===== src/design/hcp_pkg.sv =====
`timescale 1ns / 1ps

package hcp_pkg;

  localparam int CODE_W = 32;
  localparam int LEN_W  = 6;
  localparam int SYM_W  = 8;
  localparam int OP_W   = 2;

  localparam logic [OP_W-1:0] OP_LOAD   = 2'd0;
  localparam logic [OP_W-1:0] OP_ENCODE = 2'd1;
  localparam logic [OP_W-1:0] OP_FLUSH  = 2'd2;

  // One unit of work for the packer: an append of a nonzero-length code or a flush.
  typedef struct packed {
    logic              flush;
    logic [CODE_W-1:0] code;
    logic [LEN_W-1:0]  len;
  } hcp_entry_t;

endpackage


===== src/design/hcp_back.sv =====
`timescale 1ns / 1ps

module hcp_back #(
  parameter int WORD_BITS = 32
) (
  input  logic                         clk,
  input  logic                         rst,
  input  logic                         q_nonempty,
  input  hcp_pkg::hcp_entry_t          q_head,
  output logic                         q_pop,
  output logic                         word_valid,
  input  logic                         word_ready,
  output logic [hcp_pkg::CODE_W-1:0]   packed_word,
  output logic [hcp_pkg::LEN_W-1:0]    valid_bits,
  output logic                         final_word
);
  import hcp_pkg::*;

  localparam int HELD_W = $clog2(WORD_BITS + 1);
  localparam int CW     = (HELD_W > LEN_W) ? HELD_W : LEN_W;
  localparam logic [CW-1:0]    W_X      = CW'(WORD_BITS);
  localparam logic [LEN_W-1:0] FULL_CNT = LEN_W'(WORD_BITS);

  logic [WORD_BITS-1:0] pw;
  logic [HELD_W-1:0]    held;

  logic [WORD_BITS-1:0] pw_next;
  logic [HELD_W-1:0]    held_next;
  logic                 emit;
  logic [WORD_BITS-1:0] word;
  logic [LEN_W-1:0]     word_cnt;

  logic [WORD_BITS-1:0] code_w;
  logic [CW-1:0]        held_x;
  logic [CW-1:0]        len_x;
  logic [CW-1:0]        space;
  logic [CW-1:0]        rest;

  assign q_pop = q_nonempty && (!word_valid || word_ready);

  assign code_w = WORD_BITS'(q_head.code);
  assign held_x = CW'(held);
  assign len_x  = CW'(q_head.len);
  assign space  = W_X - held_x;
  assign rest   = len_x - space;

  always_comb begin
    pw_next   = pw;
    held_next = held;
    emit      = 1'b0;
    word      = '0;
    word_cnt  = FULL_CNT;
    if (q_head.flush) begin
      if (held != '0) begin
        emit      = 1'b1;
        word      = pw << (W_X - held_x);
        word_cnt  = LEN_W'(held);
        pw_next   = '0;
        held_next = '0;
      end
    end else if (len_x < space) begin
      pw_next   = (pw << len_x) | code_w;
      held_next = HELD_W'(held_x + len_x);
    end else begin
      // code spills: top bits complete the word, the rest starts the next one
      emit      = 1'b1;
      word      = (pw << space) | (code_w >> rest);
      pw_next   = code_w & ~({WORD_BITS{1'b1}} << rest);
      held_next = HELD_W'(rest);
    end
  end

  always_ff @(posedge clk) begin
    if (rst) begin
      pw <= '0;
      held <= '0;
      word_valid <= 1'b0;
    end else begin
      // a pop only happens when the output register is free or being drained
      if (q_pop) begin
        word_valid <= emit;
      end else if (word_ready) begin
        word_valid <= 1'b0;
      end
      if (q_pop) begin
        pw <= pw_next;
        held <= held_next;
      end
    end
  end

  always_ff @(posedge clk) begin
    if (q_pop && emit) begin
      packed_word <= CODE_W'(word);
      valid_bits <= word_cnt;
      final_word <= q_head.flush;
    end
  end

endmodule


===== config.mk =====
export PLATFORM = sky130hd
export DESIGN_NAME = hcp_back
export DESIGN_NICKNAME = d
export VERILOG_FILES = /design/src/design/hcp_pkg.sv /design/src/design/hcp_back.sv
export SDC_FILE = /design/constraint.sdc
export NUM_CORES = 1
export LEC_CHECK = 0
export ABC_AREA = 0
export BUFFER_PORTS_ARGS = -buffer_cell sky130_fd_sc_hd__buf_2
export CAP_MARGIN = 5
export CORE_UTILIZATION = 35
export CTS_CLUSTER_DIAMETER = 60
export DETAILED_ROUTE_END_ITERATION = 6
export SETUP_SLACK_MARGIN = 0.3
export SLEW_MARGIN = 30
export SYNTH_ARGS = -nofsm -noshare
export SYNTH_HDL_FRONTEND = slang
export SYNTH_SLANG_ARGS = --single-unit

===== constraint.sdc =====
create_clock -name clk -period 5.9 [get_ports clk]
set_input_delay 0.295 -clock clk [delete_from_list [all_inputs] [get_ports clk]]
set_output_delay 0.295 -clock clk [all_outputs]
set_load 0.02 [all_outputs]

### After elaboration in Yosys (flattened, before gate mapping)

Index checks and enable logic that the tools add are counted.

* eq/ne operators: 1
* muxes and demuxes: 14
* shifts and indexed selects: 4
* $lt $le $gt $ge: 1
* reductions and logical operators: 8
* $add $sub $neg: 3
* bitwise operators: 4

Operator list (number)
* 2-to-1 mux 32 bit: 6
* OR 32 bit: 2
* left shift 32 x 6 -> 32 bit: 2
* bitwise AND 32 bit: 1
* NOT 32 bit: 1
* left shift 32 x 6 -> 32 bit, first input constant: 1
* right shift 32 x 6 -> 32 bit: 1
* 2-to-1 mux 6 bit: 3
* adder 6 bit: 1
* less-than comparator 6 bit: 1
* nonzero test 6 bit: 1
* subtractor 6 bit: 1
* subtractor 6 bit, first input constant: 1
* 2-to-1 mux 1 bit: 5
* AND reduction 2 bit: 2
* logical AND 1 bit: 2
* inequality test 2 x 1 -> 1 bit, second input constant: 1
* nonzero test 2 bit: 1
* logical NOT 1 bit: 1
* logical OR 1 bit: 1

* bits in registers: 78
* bits of input ports: 43
* output and inout port bits: 41
* logic and storage cells: 41

### Longest topological paths before layout

Gate-level depths: netlist of the first run.

* depth after elaboration: 7
* mapped depth: 19

### Worst setup path after synthesis of the first run

Ideal clock, no wire load.

* path type: flip-flop to flip-flop
* start point: register held[0]
* end point: register packed_word[1] in the netlist's numbering, data pin
* arrival: 4.785 ns
* stages on the path, launching flop included: 19
* period minus slack after synthesis: 5.053 ns
* path slack: 0.847 ns
* required time: 5.632 ns
* path through: dfxtp_1 -> clkbuf_1 -> inv_1 -> clkbuf_1 -> buf_2 -> ha_1 -> buf_1 -> buf_2 -> buf_2 -> xnor2_1 -> ha_1 -> clkbuf_1 -> buf_1 -> buf_1 -> nor2_1 -> a22oi_1 -> o21ai_0 -> o21ai_0 -> o211ai_1

* longest elaborated chain between the ends: 6
* elaborated cells between the ends (all ways): 10
* those cells by class: 2 x add/sub; 1 x order compare; 2 x shift; 3 x mux; 1 x bitwise; 1 x reduce/logical

RTL lines
* from (decl): line hcp_back.sv:25 `logic [HELD_W-1:0] held;`
* from (signal assigned): line hcp_back.sv:87 `held <= held_next;`
* subtractor 6 bit: line hcp_back.sv:44, hcp_back.sv:56
* subtractor 6 bit: line hcp_back.sv:45 `assign rest = len_x - space;`
* right shift 32 x 6 -> 32 bit: line hcp_back.sv:67 `word = (pw << space) | (code_w >> rest);`
* OR 32 bit: line hcp_back.sv:67
* 2-to-1 mux 32 bit: line hcp_back.sv:61 `end else if (len_x < space) begin`
* 2-to-1 mux 32 bit *: line hcp_back.sv:53 `if (q_head.flush) begin`
* via word[1]: line hcp_back.sv:30 `logic [WORD_BITS-1:0] word;`
* to (signal assigned): line hcp_back.sv:94 `packed_word <= CODE_W'(word);`
* to (decl): line hcp_back.sv:13 `output logic [hcp_pkg::CODE_W-1:0] packed_word,`

The timed path passes the listed nets; every way through them passes the cells marked *.
A chain may end at the register's enable or synchronous reset.

### Worst setup path after layout of the first run

* start point: register held[0]
* end point: register packed_word[29] in the netlist's numbering, data pin

Same word-level chain as after synthesis.

==> impl_metrics.json, run 1 <==
{
  "die_x_um": 160,
  "async_flop_share_pct": 0,
  "wirelength_mm": 35.1,
  "fp.coreArea_mm2": 0.0244,
  "synth-edff-count": 39,
  "layoutNonFillerInstCount": 1413,
  "antenna_found_initial": 0,
  "grt.total_usage_pct": 27.2,
  "areaGrowthSynthToFinish_pct": 10.9,
  "dieArea_mm2": 0.0256,
  "end_kind": "flop",
  "grt_max_degree": 45,
  "cts_inserted_buffers": 9,
  "yosysUniqueCellTypes": 78,
  "clock-sinks": 78,
  "cp_slowest_cell": "or2_1",
  "crit_type": "flop to flop",
  "cp_num_buf_inv": 2,
  "yosysTopAreaCellShare_pct": 13.4,
  "run_status": "finished, final reports clean",
  "setup_violations": 0,
  "yosysWarnings": 0,
  "final_util_pct": 39.7,
  "ys.flop_type": "edfxtp_1",
  "layout-drive-gt1-share_pct": 20.6,
  "fin_skew_ns": 0.00908,
  "die_h_um": 160,
  "ys_ff_latch": 78,
  "fmax_ghz": 0.208,
  "rsz0062_at_grt": "false",
  "dp_hpwl_mm": 27.2,
  "htreeDepth": 3,
  "drc": 0,
  "synth.most_common_cell": "nand2_1",
  "io_buffers": 83,
  "maxCapViolations": 0,
  "hold_viol": 0,
  "postCtsHoldBufs": 0,
  "cp_top_family": "simple AND/OR/NAND/NOR gates",
  "path_cells": "inv_1, buf_4, ha_1, nand2_1, xnor2_1, ha_1, nand3b_1, a21oi_1, a2111oi_2, nand3b_1, or2_1, or4_4, o32ai_2",
  "cp.arrival_ns": 5.00,
  "cts_resized": 0,
  "synthTopCellsByArea": "edfxtp_1 13%, mux2i_1 12%, dfxtp_1 8.9%, mux4_2 7.7%, nand2_1 6.2%",
  "worst_pin_slew_ns": 0.967,
  "startpoint_type": "flop",
  "synth_nets": 1115,
  "yosysSeqAreaShare_pct": 22.4,
  "critical_path.max_fanout": 21,
  "netlist_instances": 1061,
  "nets": 1138,
  "cts.clk_slew.worst_paths_ns": 0.07,
  "clkLatencyLatePin_ns": 0.36,
  "cts_buffer_depth": 2,
  "holdWs_ns": 0.270,
  "rows": 57,
  "initial_utilization_pct": 35.8,
  "globalRouteOverflowTotal": 0,
  "synth.top_cells.by_count": "144 x nand2_1, 102 x mux2i_1, 91 x nor2_1, 82 x a21oi_1",
  "routedWlPerCell_um": 24.8,
  "antennaDiodeCount": 0,
  "io_pins": 84,
  "antenna_left": 0,
  "num_vias": 9167,
  "viasPerCell": 6.49,
  "slew_headroom_pct": 35.5,
  "grt_pass1_wl_mm": 52.6,
  "cts_setup_buffers": 0,
  "globalplace.congestion": 0.986,
  "cts_tree": "done",
  "tns_ns": 0,
  "crit_required_ns": 6.09,
  "dpl.cell_count": 1397,
  "drt_iter0_drc": 1280,
  "maxSlewViolCount": 0,
  "synth_largest_area_cell": "edfxtp_1",
  "dr.pass1.iters": 5,
  "critPathMaxStageDelay_ns": 0.75,
  "syn_avg_cell_area_um2": 8.23,
  "hp-class": "input port to flop",
  "grt_pass1_vias": 8295,
  "finalCritPeriodShare_pct": 81.6,
  "cts_root_buffer": "clkbuf_16",
  "finalCriticalPeriod_ns": 4.81,
  "synth.cell_area_mm2": 0.00873
}
-- path summary, 6_finish.rpt --
check,end,slack [ns],cells after the start,startpoint
worst max-delay path,packed_word[29],1.09,13,held[0]
worst min-delay path,pw[23],0.27,3,q_head[29]
worst max register to register,packed_word[29],1.09,13,held[0]
worst min register to register,pw[30],0.57,2,pw[30]
-- cells by family (layout without fill, tap and decap cells) --
logic type,count (synthesis),after routing,share of synthesized area [%]
buf+inv,106,134,5.05
xor+xnor,17,17,2.09
simple gates,342,342,18.0
compound gates,328,328,25.4
flops,78,78,22.4
mux,179,179,25.5
fa+ha+maj,11,11,1.66
-- through the flow --
stage	setup slack (ns)	instance area, um^2
after floorplan	0.847	8730
after global routing	0.813	9680
after CTS	1.20	9670
final	1.09	9680
after detailed placement	1.20	9370
after global placement	1.31	9350
-- cell usage in the layout, fill, tap and decap left out, drive strengths merged, types with 7 or more instances in the layout --
master / count
nand2: 145
mux2i: 102
buf: 101
nor2: 93
a21oi: 83
o21ai: 64
mux2: 47
edfxtp: 39
dfxtp: 39
a211oi: 31
mux4: 30
nor3: 25
o22ai: 21
nand3: 21
a31oi: 21
inv: 20
o211ai: 15
and2: 13
o31ai: 13
nor2b: 12
xnor2: 11
a21o: 10
ha: 10
clkbuf: 9
a22oi: 8
nor4: 8
o32ai: 8
a32oi: 7
a221o: 7
o311ai: 7
-- per-layer routing --
metal	GRT usage (%)	up-vias	wire length, um
met1	38.6	4358	14900
met4	9.87	0	1400
met2	41.2	626	15200
met5	0	-	0
met3	4.42	103	3580
li1	-	4080	-
-- state kept, by name, summed over array words and instances (netlist names) --
| signal | cells |
|---|---|
| final_word | 1 |
| held | 6 |
| packed_word | 32 |
| pw | 32 |
| valid_bits | 6 |
| word_valid | 1 |
-- tightest hold or removal path, delay by kind of cell --
family	cells	cell delay, ns
AO/OA/AOI/OAI	2	0.18
buffers and inverters	1	0.12
-- final cells by class --
class / instances / area [um^2]
Clock buffer: 9 / 225
Clock inverter: 7 / 78.8
Timing Repair Buffer: 101 / 551
Fill cell: 2505 / 14700
Multi-Input combinational cell: 877 / 6410
Sequential cell: 78 / 1950
Tap cell: 324 / 405
Inverter: 17 / 63.8
Power of run 1 is not shown: default switching activity piles up to over one toggle a cycle in this logic, so the estimate is an artifact.
==> inputs of run 2 (changes only) <==
==> constraint.sdc (replaced) <==
create_clock -name clk -period 4.5 [get_ports clk]
set_input_delay 0.225 -clock clk [delete_from_list [all_inputs] [get_ports clk]]
set_output_delay 0.225 -clock clk [all_outputs]
set_load 0.02 [all_outputs]
==> run 2 against run 1 <==
Effect of this change: register-to-register slack got worse by 0.56 ns; die area did not move; non-clock buffer count rose by 19; count of clock-buffer cells in the layout rose by 1; critical path type unchanged; critical endpoint is now packed_word[2]; largest cell class unchanged.
==> impl_metrics.json, run 2 (same netlist as run 1, synthesis figures left out) <==
{
  "run_status": "finished, final reports clean",
  "wirelength_mm": 36.6,
  "dpl.cell_count": 1415,
  "rows": 57,
  "r2r-end": "packed_word[2]",
  "reg.largest.list": "packed_word: 32 flops, pw: 32 flops",
  "routedWlPerCell_um": 25.5,
  "dieArea_mm2": 0.0256,
  "clkLatencyLatePin_ns": 0.35,
  "die_x_um": 160,
  "min_path_cells": 3,
  "crit_type": "flop to flop",
  "clock-sinks": 78,
  "finalCriticalPeriod_ns": 3.98,
  "setup_violations": 0,
  "final_cell_mix": "143 x nand2_1, 102 x mux2i_1, 91 x nor2_1",
  "grt.total_usage_pct": 28.1,
  "cts_tree": "done",
  "dp_hpwl_mm": 28.8,
  "worst_path_most_repeated_cell": "nor2_1",
  "postCtsHoldBufs": 0,
  "globalRouteOverflowTotal": 0,
  "viasPerCell": 6.42,
  "layoutNonFillerInstCount": 1434,
  "critPathMaxStageDelay_ns": 0.72,
  "reg2reg_from": "held[2]",
  "fin_skew_ns": 0.0130,
  "nets": 1159,
  "setup_slack_ns": 0.522,
  "num_vias": 9208,
  "cts.clk_slew.worst_paths_ns": 0.07,
  "layout-drive-gt1-share_pct": 22.9,
  "io_pins": 84,
  "grt_max_degree": 40,
  "initial_utilization_pct": 35.8,
  "multi_input_comb_area_mm2": 0.00645,
  "critPathLaunch": "held[2]",
  "rsz0062_at_grt": "false",
  "n_fill_cell": 2553,
  "antennaDiodeCount": 0,
  "htreeDepth": 3,
  "hp-class": "input port to flop",
  "maxSlewViolCount": 0,
  "cp_slowest_cell": "dfxtp_1",
  "holdWs_ns": 0.171,
  "hold_viol": 0,
  "cts_buffer_depth": 2,
  "path_cells": "nor2_1, nand2_1, xnor2_1, ha_1, a21oi_1, a31oi_1, a21oi_2, nor2_1, nand2_2, clkinvlp_4, buf_4",
  "io_buffers": 83,
  "globalplace.congestion": 1.02,
  "min_from": "word_ready",
  "register_area_mm2": 0.00195,
  "antenna_left": 0,
  "fp.coreArea_mm2": 0.0244,
  "fmax_ghz": 0.251,
  "cts_inserted_buffers": 9,
  "maxCapViolations": 0,
  "final_common_cell": "nand2_1",
  "reg2regPathDepth": 11,
  "die_h_um": 160,
  "drc": 0,
  "grt_pass1_wl_mm": 54.5,
  "finalCritPeriodShare_pct": 88.4,
  "antenna_found_initial": 0,
  "cts_root_buffer": "clkbuf_16",
  "dr.pass1.iters": 6,
  "critical_path.max_fanout": 19,
  "slew_headroom_pct": 37.0,
  "setup.worst_path.end": "packed_word[2]",
  "crit_required_ns": 4.52,
  "grt_pass1_vias": 8495,
  "areaGrowthSynthToFinish_pct": 13.5,
  "end_kind": "flop",
  "tns_ns": 0,
  "drt_iter0_drc": 1275,
  "worst_pin_slew_ns": 0.942,
  "startpoint_type": "flop",
  "cp.arrival_ns": 4.00,
  "pre_cts_slack_ns": 0.413,
  "r2r_setup_slack_ns": 0.52
}
[run 2: metrics by stage]
stage	util, %	area [um^2]
after detailed placement	39.1	9530
after global routing	40.6	9900
final	40.6	9900
after floorplan	-	8780
after global placement	39.0	9520
after CTS	40.3	9840
[run 2: worst min-delay path by stage]
stage,end
after floorplan,final_word
after global placement,word_valid
after detailed placement,word_valid
after CTS,word_valid
after global routing,word_valid
final,word_valid
[run 2: critical path, delay by kind of cell (launching register included)]
family / cells / cell delay (ns)
simple gates: 4 / 1.17
fa+ha+maj: 1 / 0.53
compound gates: 3 / 0.72
buf+inv: 2 / 0.41
xor+xnor: 1 / 0.09
flops: 1 / 0.72
[run 2: what timing repair did]
| item | in CTS | in global routing |
|---|---|---|
| buffers inserted | 0 | 1 |
| setup endpoints to repair | 0 | 76 |
| resized for setup | 0 | 8 |
[run 2: cell type report]
type,instances,share of cell area [%]
Multi-Input combinational cell,877,65.1
Sequential cell,78,19.7
Timing Repair Buffer,120,7.12
Tap cell,324,4.09
Clock buffer,10,2.41
Clock inverter,6,0.695
Inverter,17,0.682
Timing Repair inverter,2,0.152
[run 2: layer usage]
| metal | share of wire, % | wire, um | vias up | global-route usage, % |
|---|---|---|---|---|
| met1 | 42 | 15500 | 4404 | 39.8 |
| met4 | 5.0 | 1830 | 0 | 12.4 |
| met5 | 0 | 0 | - | 0 |
| met2 | 43 | 15600 | 557 | 41.9 |
| li1 | - | - | 4132 | - |
| met3 | 9.9 | 3610 | 115 | 4.44 |
Power of run 2 is left out for the same reason.
