### config.mk
export PLATFORM = sky130hd
export DESIGN_NAME = hcp_queue
export DESIGN_NICKNAME = d
export VERILOG_FILES = /design/src/design/hcp_pkg.sv /design/src/design/hcp_queue.sv
export SDC_FILE = /design/constraint.sdc
export NUM_CORES = 1
export LEC_CHECK = 0
export BUFFER_PORTS_ARGS = -buffer_cell sky130_fd_sc_hd__buf_2
export CORE_UTILIZATION = 40
export CTS_CLUSTER_DIAMETER = 100
export CTS_CLUSTER_SIZE = 8
export DETAILED_ROUTE_END_ITERATION = 8
export GPL_TIMING_DRIVEN = 0
export PLACE_DENSITY_LB_ADDON = 0.25
export SETUP_SLACK_MARGIN = 0.1
export SLEW_MARGIN = 5
export SYNTH_ARGS = -nofsm -noshare
export SYNTH_HDL_FRONTEND = slang
export SYNTH_SLANG_ARGS = --single-unit
### constraint.sdc
create_clock -name clk -period 6.2 [get_ports clk]
set_clock_uncertainty 0.15 [all_clocks]
set_input_delay 1.24 -clock clk [delete_from_list [all_inputs] [get_ports clk]]
set_output_delay 1.24 -clock clk [all_outputs]
set_load 0.01 [all_outputs]
### src/design/hcp_pkg.sv
`timescale 1ns / 1ps

package hcp_pkg;

  localparam int CODE_W = 32;
  localparam int LEN_W  = 6;
  localparam int SYM_W  = 8;
  localparam int OP_W   = 2;

  localparam logic [OP_W-1:0] OP_LOAD   = 2'd0;
  localparam logic [OP_W-1:0] OP_ENCODE = 2'd1;
  localparam logic [OP_W-1:0] OP_FLUSH  = 2'd2;

  // One unit of work for the packer: an append of a nonzero-length code or a flush.
  typedef struct packed {
    logic              flush;
    logic [CODE_W-1:0] code;
    logic [LEN_W-1:0]  len;
  } hcp_entry_t;

endpackage

### src/design/hcp_queue.sv
`timescale 1ns / 1ps

module hcp_queue (
  input  logic                clk,
  input  logic                rst,
  input  logic                push,
  input  hcp_pkg::hcp_entry_t push_entry,
  output logic                full,
  input  logic                pop,
  output logic                nonempty,
  output hcp_pkg::hcp_entry_t head
);
  import hcp_pkg::*;

  localparam int DEPTH = 4;
  localparam int PTR_W = $clog2(DEPTH);
  localparam int CNT_W = $clog2(DEPTH + 1);

  hcp_entry_t       slots [DEPTH];
  logic [PTR_W-1:0] wr_ptr;
  logic [PTR_W-1:0] rd_ptr;
  logic [CNT_W-1:0] count;

  assign full     = (count == CNT_W'(DEPTH));
  assign nonempty = (count != '0);
  assign head     = slots[rd_ptr];

  always_ff @(posedge clk) begin
    if (push) begin
      slots[wr_ptr] <= push_entry;
    end
  end

  always_ff @(posedge clk) begin
    if (rst) begin
      wr_ptr <= '0;
      rd_ptr <= '0;
      count <= '0;
    end else begin
      if (push) begin
        wr_ptr <= wr_ptr + 1'b1;
      end
      if (pop) begin
        rd_ptr <= rd_ptr + 1'b1;
      end
      unique case ({push, pop})
        2'b10:   count <= count + 1'b1;
        2'b01:   count <= count - 1'b1;
        default: count <= count;
      endcase
    end
  end

endmodule

=== After elaboration in Yosys (flattened, before gate mapping) ===
Memories as Yosys holds them, arrays and structs flattened. A register that Yosys moved wholly into a read port is not among the register bits.
Index checks and enable logic that the tools add are counted.

* Memories: 1
* Bits in latches: 0
* Bits in writable memories: 156
* Register bits after elaboration: 7
* Logic and storage cells: 18
* ROM bits: 0

* Magnitude comparators: 0
* Divide/modulo/power cells: 0
* Shift operators: 0
* Add/sub/neg operators: 4
* Bitwise operators: 0
* Multiplexer cells: 5
* Reduce and logical (&&, ||, !) cells: 2
* Eq/ne operators: 3
* $mul: 0

{| class="wikitable"
|+ Memories
! memory !! depth !! width !! read ports !! clocked after memory_dff !! wr ports !! line !! source
|-
| slots || 4 || 39 || 1 || 1 || 1 || hcp_queue.sv:19 || <nowiki>hcp_entry_t slots [DEPTH];</nowiki>
|}

{| class="wikitable"
|+ Operators with widths
! kind !! number
|-
| 3-bit case mux with 2 select lines || 1
|-
| 2-bit by 1-bit adder with 2-bit output, second input constant || 2
|-
| 2-bit 2-to-1 mux || 2
|-
| 3-bit by 1-bit adder with 3-bit output, second input constant || 1
|-
| 3-bit equality test, second input constant || 1
|-
| 3-bit nonzero test || 1
|-
| 3-bit by 1-bit subtractor with 3-bit output, second input constant || 1
|-
| 2-bit by 1-bit equality test with 1-bit output, second input constant || 1
|-
| 2-bit equality test, second input constant || 1
|-
| 1-bit 2-to-1 mux || 2
|-
| 2-bit nonzero test || 1
|}

=== Depth between registers and ports, before layout ===
Gate-level depths: netlist of the first run.

* Word-level depth: 3
* Gate-level depth with buffers: 6
* Depth with buffers taken out: 6

=== Worst setup path after synthesis of the first run ===
Ideal clock, no wire load.

* Kind: input to register
* From: input push
* To: memory slots[0][0] (netlist name), enable pin
* Path buffers: 0
* Stages: 1
* Required time: 5.650 ns
* Path slack: 3.461 ns
* Data arrival time: 2.189 ns
* Path through: and2_1

* Longest elaborated chain between the ends: 2

{| class="wikitable"
|+ RTL lines
! what !! line !! source
|-
| start: declaration || hcp_queue.sv:6 || <nowiki>input logic push,</nowiki>
|-
| 1-bit 2-to-1 mux || hcp_queue.sv:29 || <nowiki>if (push) begin</nowiki>
|-
| 1-bit 2-to-1 mux (not written as such) || hcp_queue.sv:30 || <nowiki>slots[wr_ptr] <= push_entry;</nowiki>
|-
| end: declaration || hcp_queue.sv:19 ||
|}

Every way passes these cells.

==> results.yml, run 1 <==
route:
  via_count: 2766
  drtIter0Drc: 133
  post_drt_via_cell_ratio: 5.05
  first_pass_iters: 6
  ant_nets: 0
  wire_per_inst_um: 18.5
  drt_wl_total_um: 10200
  drc: 16
synthesis:
  mappedNetlistNets: 295
  yosysTopAreaCell: "edfxtp_1"
  ys_ff_latch: 165
  synth_top_cell_area_share: 0.775
  yosysWarnings: 0
  yosysSeqAreaShare: 0.805
  synth_area_um2: 6040
  ys_types: 20
  avgSynthCellArea_um2: 24.6
  synth.area.top_cells: "edfxtp_1, mux4_2, dfxtp_1, ha_1, nor2_1"
  synth_cells: 246
clocking:
  cts_buffer_depth: 2
  cts_setup_buffers: 0
  clock_sinks: 165
  clk_pin_slew_worst_paths_ns: 0.06
  cts_tree: "done"
  cts_resized: 0
  cts_hold_buffers: 0
  cts_max_level: 4
  cts_buffers: 17
  clkLatencyLatePin_ns: 0.41
  clk_root_buffer_cell: "clkbuf_16"
global_route:
  track_usage: 0.140
  grt_pass1_vias: 2885
  antenna_found_initial: 0
  overflow: 0
  grt_pass1_wl_um: 15700
  grt_max_degree: 30
hold_path:
  holdPathEnd: "count[2]"
  min_path_type: "flop to flop"
  holdCritStartpoint: "count[2]"
  hold_path_depth: 2
worst_setup_path:
  cp_max_fo: 10
  cp_data_arrival_time_ns: 1.91
  cp-end-kind: "output pin"
  rrSetupSlack_ns: 4.33
  r2r_start: "wr_ptr[0]"
  crit_type: "flop to output pin"
  cp_data_required_time_ns: 4.81
  regToRegEndpoint: "slots[2][24]"
  reg2regPathDepth: 4
  cp-start-kind: "flop"
sta:
  tns_ns: 0
  fmax_mhz: 303
  hold_violations: 0
  rsz0062_at_grt: "false"
  final_max_slew_viol_count: 0
  maxSlewHeadroom: 0.519
  finalCritPeriodShare: 0.532
  setup-violations-final: 0
  period_minus_slack_ns: 3.30
  tightest_slew_ns: 0.722
final_layout:
  fillers: 1202
  fin_cells: 548
  fin_nets: 400
  area_growth_pct: 20.8
  seq_area_um2: 4860
  diodes: 0
  multiInputGateArea_um2: 1110
  drive_above_1_share: 0.437
placed_design:
  gp_congestion: 0.649
  io_buffer_count: 82
  hpwl_um: 6200
  dp_cells: 516
power_and_ir_drop:
  power_density_nw_per_um2: 338
  power.leakage_uw: 0.00249
  peakVddDrop_mv: 0.178
die:
  io_pins: 84
  fp.dieH_um: 125
  dieWidth_um: 125
  start_util: 0.413
  dieArea_um2: 15600
  placementRows: 44
  core-area_um2: 14600
run_status:
  violations: "DRC"
  status: "finished, violations left"
run:
  cap_violations: 0
## registers in the layout, summed over array words and instances, names as in the netlist, named ones only
signal / count
count: 3
slots: 156
rd_ptr: 2
wr_ptr: 2
## area by class of cell
cell class / count / share of cell area
sequential: 165 / 0.666
multi-input combinational: 69 / 0.153
clock buffer: 28 / 0.0696
timing repair buffer: 86 / 0.0672
tap: 184 / 0.0315
buffer: 9 / 0.00805
clock inverter: 4 / 0.00308
inverter: 3 / 0.00154
## routing by layer
| layer | GRT usage | part of all wire | vias to the layer above |
|---|---|---|---|
| li1 | - | - | 1238 |
| met1 | 0.163 | 0.42 | 1437 |
| met2 | 0.238 | 0.51 | 75 |
| met3 | 0.0415 | 0.055 | 16 |
| met4 | 0.0689 | 0.018 | 0 |
| met5 | 0 | 0 | - |
## layout by cell type, fill, tap and decap left out, drive strengths merged
master    netlist  layout
xnor2           3       3
clkinvlp        0       1
fa              1       1
mux2i           2       2
nand2           1       1
buf             6      92
and2            4       4
inv             3       3
nor3b           1       1
edfxtp        156     156
ha              5       5
nor2            7       7
mux4           39      39
or3             2       2
clkbuf          3      31
a21oi           1       1
o21ai           1       1
clkinv          0       3
xor2            2       2
dfxtp           9       9
## critical path, cell delays in order (launching register included)
cell      delay [ns]
dfxtp_1         0.35
clkbuf_1        0.56
mux4_2          0.43
buf_2           0.16
## worst max-delay path by stage
| stage | startpoint | endpoint | slack (ns) | cells past startpoint |
|---|---|---|---|---|
| after detailed placement | flop | head[27] | 3.28 | 3 |
| after global routing | flop | head[27] | 2.75 | 3 |
| after CTS | flop | head[27] | 2.83 | 3 |
| final | flop | head[27] | 2.90 | 3 |
| after global placement | push | slots[0][13] | 2.48 | 2 |
| after floorplan | push | slots[0][0] | 3.46 | 1 |
## through the flow
stage          worst slack, ns  hold WS [ns]  instance area, µm²  total power (µW)  utilization
2_1_floorplan             3.46         0.311                6040              1460            -
3_3_place_gp              2.48         0.340                6690              1550        0.457
3_5_place_dp              3.28         0.347                6770              1560        0.462
4_1_cts                   2.83         0.354                7300              2500        0.499
5_1_grt                   2.75         0.359                7300              2560        0.499
6_report                  2.90         0.348                7300              2470        0.499
## report_power, final
| part | switching, µW | internal, µW |
|---|---|---|
| registers | 15.2 | 1280 |
| clock network | 380 | 556 |
| logic | 125 | 116 |
## logic make-up (layout without fill, tap and decap cells)
group           count (synthesis)  in the layout  share of synthesized area
flops                         165            165                      0.805
buf+inv                        12            130                     0.0116
fa+ha+maj                       6              6                     0.0137
simple gates                   15             15                     0.0124
compound gates                  2              2                    0.00165
mux                            41             41                      0.149
xor+xnor                        5              5                    0.00725
## Yosys cell counts (all sizes together)
cell type	number
xnor2	3
nor3b	1
buf	6
and2	4
a21oi	1
edfxtp	156
o21ai	1
xor2	2
ha	5
nand2	1
nor2	7
clkbuf	3
fa	1
mux2i	2
inv	3
or3	2
dfxtp	9
mux4	39
Note: power is estimated with default switching activity, not from simulation.
==> run 2: changes to the inputs <==
Settings changed: ABC_AREA from default to 1.
Clock period 6.2 ns to 2.6 ns, I/O delays scaled along.
==> run 2 against run 1 <==
Against the previous run:
- critical endpoint is now head[9]
- combinational power grew 140%
- largest cell class unchanged
- setup slack lost 2.7 ns
- the run now ends clean
- critical path type unchanged
- final cell count grew 36%
- clock power grew 150%
==> results.yml, run 2 <==
run_status:
  status: "complete, no violations"
final_layout:
  mostFrequentLayoutCell: "edfxtp_1"
  most-common-layout-cells: "edfxtp_1, buf_2, nor2_1, o21ai_0, o22ai_1"
  drive_above_1_share: 0.259
  post-route-util: 0.495
  fin_area_um2: 7530
  fin_cells: 745
  largest_register_ffs: 156
  fin_nets: 592
  regMostFlops: "slots"
  largestRegisters: "slots (156), count (3)"
  area_growth_pct: 20.8
synthesis:
  synth.most_common_cell: "edfxtp_1"
  synth_cells: 437
  synthArstFlopShare: 0
  yosysWarnings: 0
  synth_area_um2: 6230
  synth_common_cells: "edfxtp_1, nor2_1, o21ai_0"
  synth.area.top_cells: "edfxtp_1, o21ai_0, nor2_1, o22ai_1, dfxtp_1"
  mappedNetlistNets: 486
  avgSynthCellArea_um2: 14.3
  ys_ff_latch: 165
  synth_top_cell_area_share: 0.752
  yosysTopAreaCell: "edfxtp_1"
  synth_edf_count: 156
  yosys_most_used_dff: "edfxtp_1"
  yosysSeqAreaShare: 0.780
  ys_types: 22
sta:
  tns_ns: 0
  period_minus_slack_ns: 2.39
  final_max_slew_viol_count: 0
  maxSlewHeadroom: 0.671
  hold_violations: 0
  rsz0062_at_grt: "false"
  finalCritPeriodShare: 0.918
  tightest_slew_ns: 0.493
  fmax_mhz: 419
  setup-violations-final: 0
die:
  placementRows: 45
  dieWidth_um: 127
  core-area_um2: 15200
  fp.dieH_um: 127
  io_pins: 84
  dieArea_um2: 16100
  start_util: 0.410
clocking:
  cts_max_level: 4
  clk_pin_slew_worst_paths_ns: 0.06
  cts_tree: "done"
  cts_hold_buffers: 0
  clk_root_buffer_cell: "clkbuf_16"
  clkLatencyLatePin_ns: 0.42
  cts_buffer_depth: 2
  clock_sinks: 165
  cts_buffers: 17
  cts_setup_buffers: 0
route:
  ant_nets: 0
  drtIter0Drc: 252
  via_count: 3843
  drt_wl_total_um: 13500
  post_drt_via_cell_ratio: 5.16
  first_pass_iters: 4
  drc: 0
  wire_per_inst_um: 18.1
placed_design:
  dpl-instance-area_um2: 6960
  gp_congestion: 0.712
  dp_cells: 712
  io_buffer_count: 83
  hpwl_um: 8160
power_and_ir_drop:
  finalPower_uw: 5970
  power.leakage_uw: 0.00273
  peakVddDrop_mv: 0.393
  power_density_nw_per_um2: 793
hold_path:
  holdPathEnd: "count[0]"
  holdCritStartpoint: "rst"
  min_path_type: "input port to flop"
  hold_path_depth: 2
global_route:
  grt_pass1_vias: 3874
  overflow: 0
  antenna_found_initial: 1
  track_usage: 0.177
  grt_pass1_wl_um: 20700
  grt_max_degree: 30
worst_setup_path:
  regToRegEndpoint: "slots[2][17]"
  cp-start-kind: "flop"
  r2r_start: "wr_ptr[0]"
  reg2regPathDepth: 5
  cp-end-kind: "output pin"
  rrSetupSlack_ns: 0.86
  crit_type: "flop to output pin"
  cp_max_fo: 10
  cp_data_required_time_ns: 1.93
  cp_data_arrival_time_ns: 1.72
run:
  cap_violations: 0
run 2: power by group:
part	internal, µW	switching [µW]	leakage [µW]	total, µW
clock network	1400	937	0.000262	2330
logic	207	370	0.000956	577
registers	3030	32.4	0.00151	3060
run 2: what timing repair did:
action | CTS | global route
pin swaps | 0 | 0
endpoints found under the setup margin | 3 | 11
endpoints found under the hold margin | 0 | 0
gates resized for setup | 2 | 7
run 2: cells by family (layout without fill, tap and decap cells):
kind of cell / after synthesis / after routing / synth area share
other cells: 0 / 1 / 0
xor+xnor: 1 / 1 / 0.00141
compound gates: 125 / 125 / 0.108
flops: 165 / 165 / 0.780
buf+inv: 40 / 159 / 0.0359
simple gates: 100 / 100 / 0.0608
fa+ha+maj: 6 / 6 / 0.0132
run 2: cell type report:
class	instances	area, µm²
antenna	1	2.50
buffer	25	178
clock buffer	21	440
clock inverter	11	110
fill	1355	7670
inverter	15	58.8
multi-input combinational	232	1140
sequential	165	4860
tap	188	235
timing repair buffer	87	495
run 2: routing by layer:
layer  up-vias  wire (µm)  global-route usage
met5         -          0                   0
met4         0        279              0.0777
met3        22        729              0.0456
met2        96       6580               0.292
met1      1889       5910               0.222
li1       1836          -                   -
run 2: per-stage QoR:
step / hold WS [ns] / worst slack (ns)
global placement: 0.276 / -0.0678
CTS: 0.0958 / 0.102
finish: 0.110 / 0.213
global route: 0.111 / 0.107
detailed placement: 0.289 / 0.547
floorplan: 0.262 / 0.701
run 2: critical path, stage by stage (launching register included):
cell and delay (ns):
dfxtp_1 0.32, buf_6 0.13, buf_6 0.14, clkbuf_4 0.25
nor2_1 0.07, o22ai_1 0.20, buf_2 0.18
run 2: how the worst max path moves through the flow:
stage / end / slack [ns] / start
final: head[9] / 0.21 / flop
after global routing: head[2] / 0.11 / flop
after CTS: head[2] / 0.10 / flop
after detailed placement: head[26] / 0.55 / flop
after global placement: slots[3][16] / -0.07 / push
after floorplan: slots[2][0] / 0.70 / wr_ptr[0]
==> run 3: changes to the inputs <==
Settings changed: CORE_MARGIN from default to 2, CTS_BUF_LIST from default to sky130_fd_sc_hd__clkbuf_8.
==> run 3 against run 2 <==
Against the previous run:
- clock-buffer cell count shrank 4
- first-iteration DRC count up 15%
- clock power shrank 24%
- via count fell by 0.81%
- non-clock buffer count is 1 lower
- combinational power barely moved
- wire length fell by 1.6%
- largest power group unchanged
==> results.yml, run 3 (same netlist as run 2, synthesis figures left out) <==
final_layout:
  largest_register_ffs: 156
  fin_area_um2: 7380
  fillers: 1347
  mostFrequentLayoutCell: "edfxtp_1"
  drive_above_1_share: 0.261
  most-common-layout-cells: "edfxtp_1, buf_2, nor2_1, o21ai_0, o22ai_1"
  fin_nets: 591
  area_growth_pct: 18.5
  regMostFlops: "slots"
  largestRegisters: "slots (156), count (3)"
  diodes: 0
die:
  dieWidth_um: 129
  core-area_um2: 15200
  dieArea_um2: 16600
  io_pins: 84
  start_util: 0.410
  placementRows: 45
  fp.dieH_um: 129
sta:
  setup-violations-final: 0
  fmax_mhz: 417
  tightest_slew_ns: 0.590
  final_max_slew_viol_count: 0
  rsz0062_at_grt: "true"
  hold_violations: 0
  maxSlewHeadroom: 0.606
  period_minus_slack_ns: 2.40
  finalCritPeriodShare: 0.922
run_status:
  status: "complete, no violations"
global_route:
  grt_pass1_vias: 3804
  track_usage: 0.168
  overflow: 0
  antenna_found_initial: 1
  grt_pass1_wl_um: 20000
  grt_max_degree: 24
power_and_ir_drop:
  finalPower_uw: 5420
  power.leakage_uw: 0.00268
  power_density_nw_per_um2: 734
  peakVddDrop_mv: 0.247
clocking:
  cts_max_level: 4
  clock_sinks: 165
  cts_setup_buffers: 0
  cts_buffer_depth: 2
  clk_pin_slew_worst_paths_ns: 0.08
  clk_root_buffer_cell: "clkbuf_8"
  cts_buffers: 17
  cts_tree: "done"
  clkLatencyLatePin_ns: 0.45
  cts_hold_buffers: 0
worst_setup_path:
  cp_top_family: "buffers and inverters"
  crit_type: "flop to output pin"
  path_cells: "buf_6 > inv_4 > buf_2 > nor2_1 > o22ai_1 > buf_2"
  cp_data_required_time_ns: 1.93
  cp_data_arrival_time_ns: 1.73
  reg2regPathDepth: 5
  cp_num_buf_inv: 4
  regToRegEndpoint: "slots[2][11]"
  crit_path_frequent_cell: "buf_2"
  cp_slowest_stage_delay_ns: 0.31
  cp_max_fo: 10
  rrSetupSlack_ns: 0.80
  cp-start-kind: "flop"
  r2r_start: "wr_ptr[0]"
  crit_path_top_delay_cell: "dfxtp_1"
  cp-end-kind: "output pin"
route:
  first_pass_iters: 4
  drtIter0Drc: 291
  via_count: 3812
  post_drt_via_cell_ratio: 5.13
  wire_per_inst_um: 17.9
  drc: 0
  ant_nets: 0
  drt_wl_total_um: 13300
run:
  cap_violations: 0
hold_path:
  holdPathEnd: "count[0]"
  hold_path_depth: 2
  holdCritStartpoint: "rst"
  min_path_type: "input port to flop"
placed_design:
  hpwl_um: 8030
  dpl-instance-area_um2: 6980
  gp_congestion: 0.715
  io_buffer_count: 83
-- run 3: cell types whose count changed in the layout (fill, tap and decap cells not counted), sizes merged --
cell      before  now
clkinv         6    5
clkinvlp       3    2
diode          1    0
bufinv         2    3
clkbuf        33   26
buf          100  102
inv           15   20
-- run 3: routing by layer --
metal | wire length [µm] | global-route usage
met3 | 783 | 0.0603
met2 | 6440 | 0.268
met5 | 13 | 0
met1 | 5790 | 0.210
met4 | 257 | 0.0652
-- run 3: worst max-delay path by stage --
stage / endpoint / slack (ns) / cells past startpoint
final: head[0] / 0.20 / 6
after global routing: head[14] / 0.1 / 6
after CTS: head[9] / 0.11 / 6
after detailed placement: head[9] / 0.48 / 4
after global placement: slots[0][20] / -0.05 / 3
after floorplan: slots[2][0] / 0.70 / 4
-- run 3: power by group --
part	switching [µW]	internal [µW]	total [µW]
Combinational	370	210	580
Clock	858	921	1780
Sequential	31.6	3030	3060
-- run 3: repair_timing --
item,in CTS,in global routing
setup endpoints to repair,19,16
gates resized for setup,4,9
pin swaps,0,1
cloned,0,0
-- run 3: cell type report --
type / instances / area, µm² / share of cell area
clock inverter: 15 / 150 / 0.0203
multi-input combinational: 232 / 1160 / 0.157
tap: 188 / 235 / 0.0319
sequential: 165 / 4870 / 0.659
inverter: 15 / 58.8 / 0.00796
timing repair buffer: 87 / 510 / 0.0691
buffer: 24 / 173 / 0.0234
clock buffer: 17 / 234 / 0.0317
-- run 3: through the flow --
| step | worst slack (ns) | util | instances | hold slack, ns | setup TNS [ns] |
|---|---|---|---|---|---|
| final | 0.204 | 0.486 | 743 | 0.0809 | 0 |
| after CTS | 0.108 | 0.484 | 743 | 0.0508 | 0 |
| after floorplan | 0.701 | - | 437 | 0.262 | 0 |
| after global routing | 0.0982 | 0.486 | 743 | 0.0684 | 0 |
| after detailed placement | 0.475 | 0.459 | 712 | 0.301 | 0 |
| after global placement | -0.0503 | 0.453 | 708 | 0.292 | -5.51 |
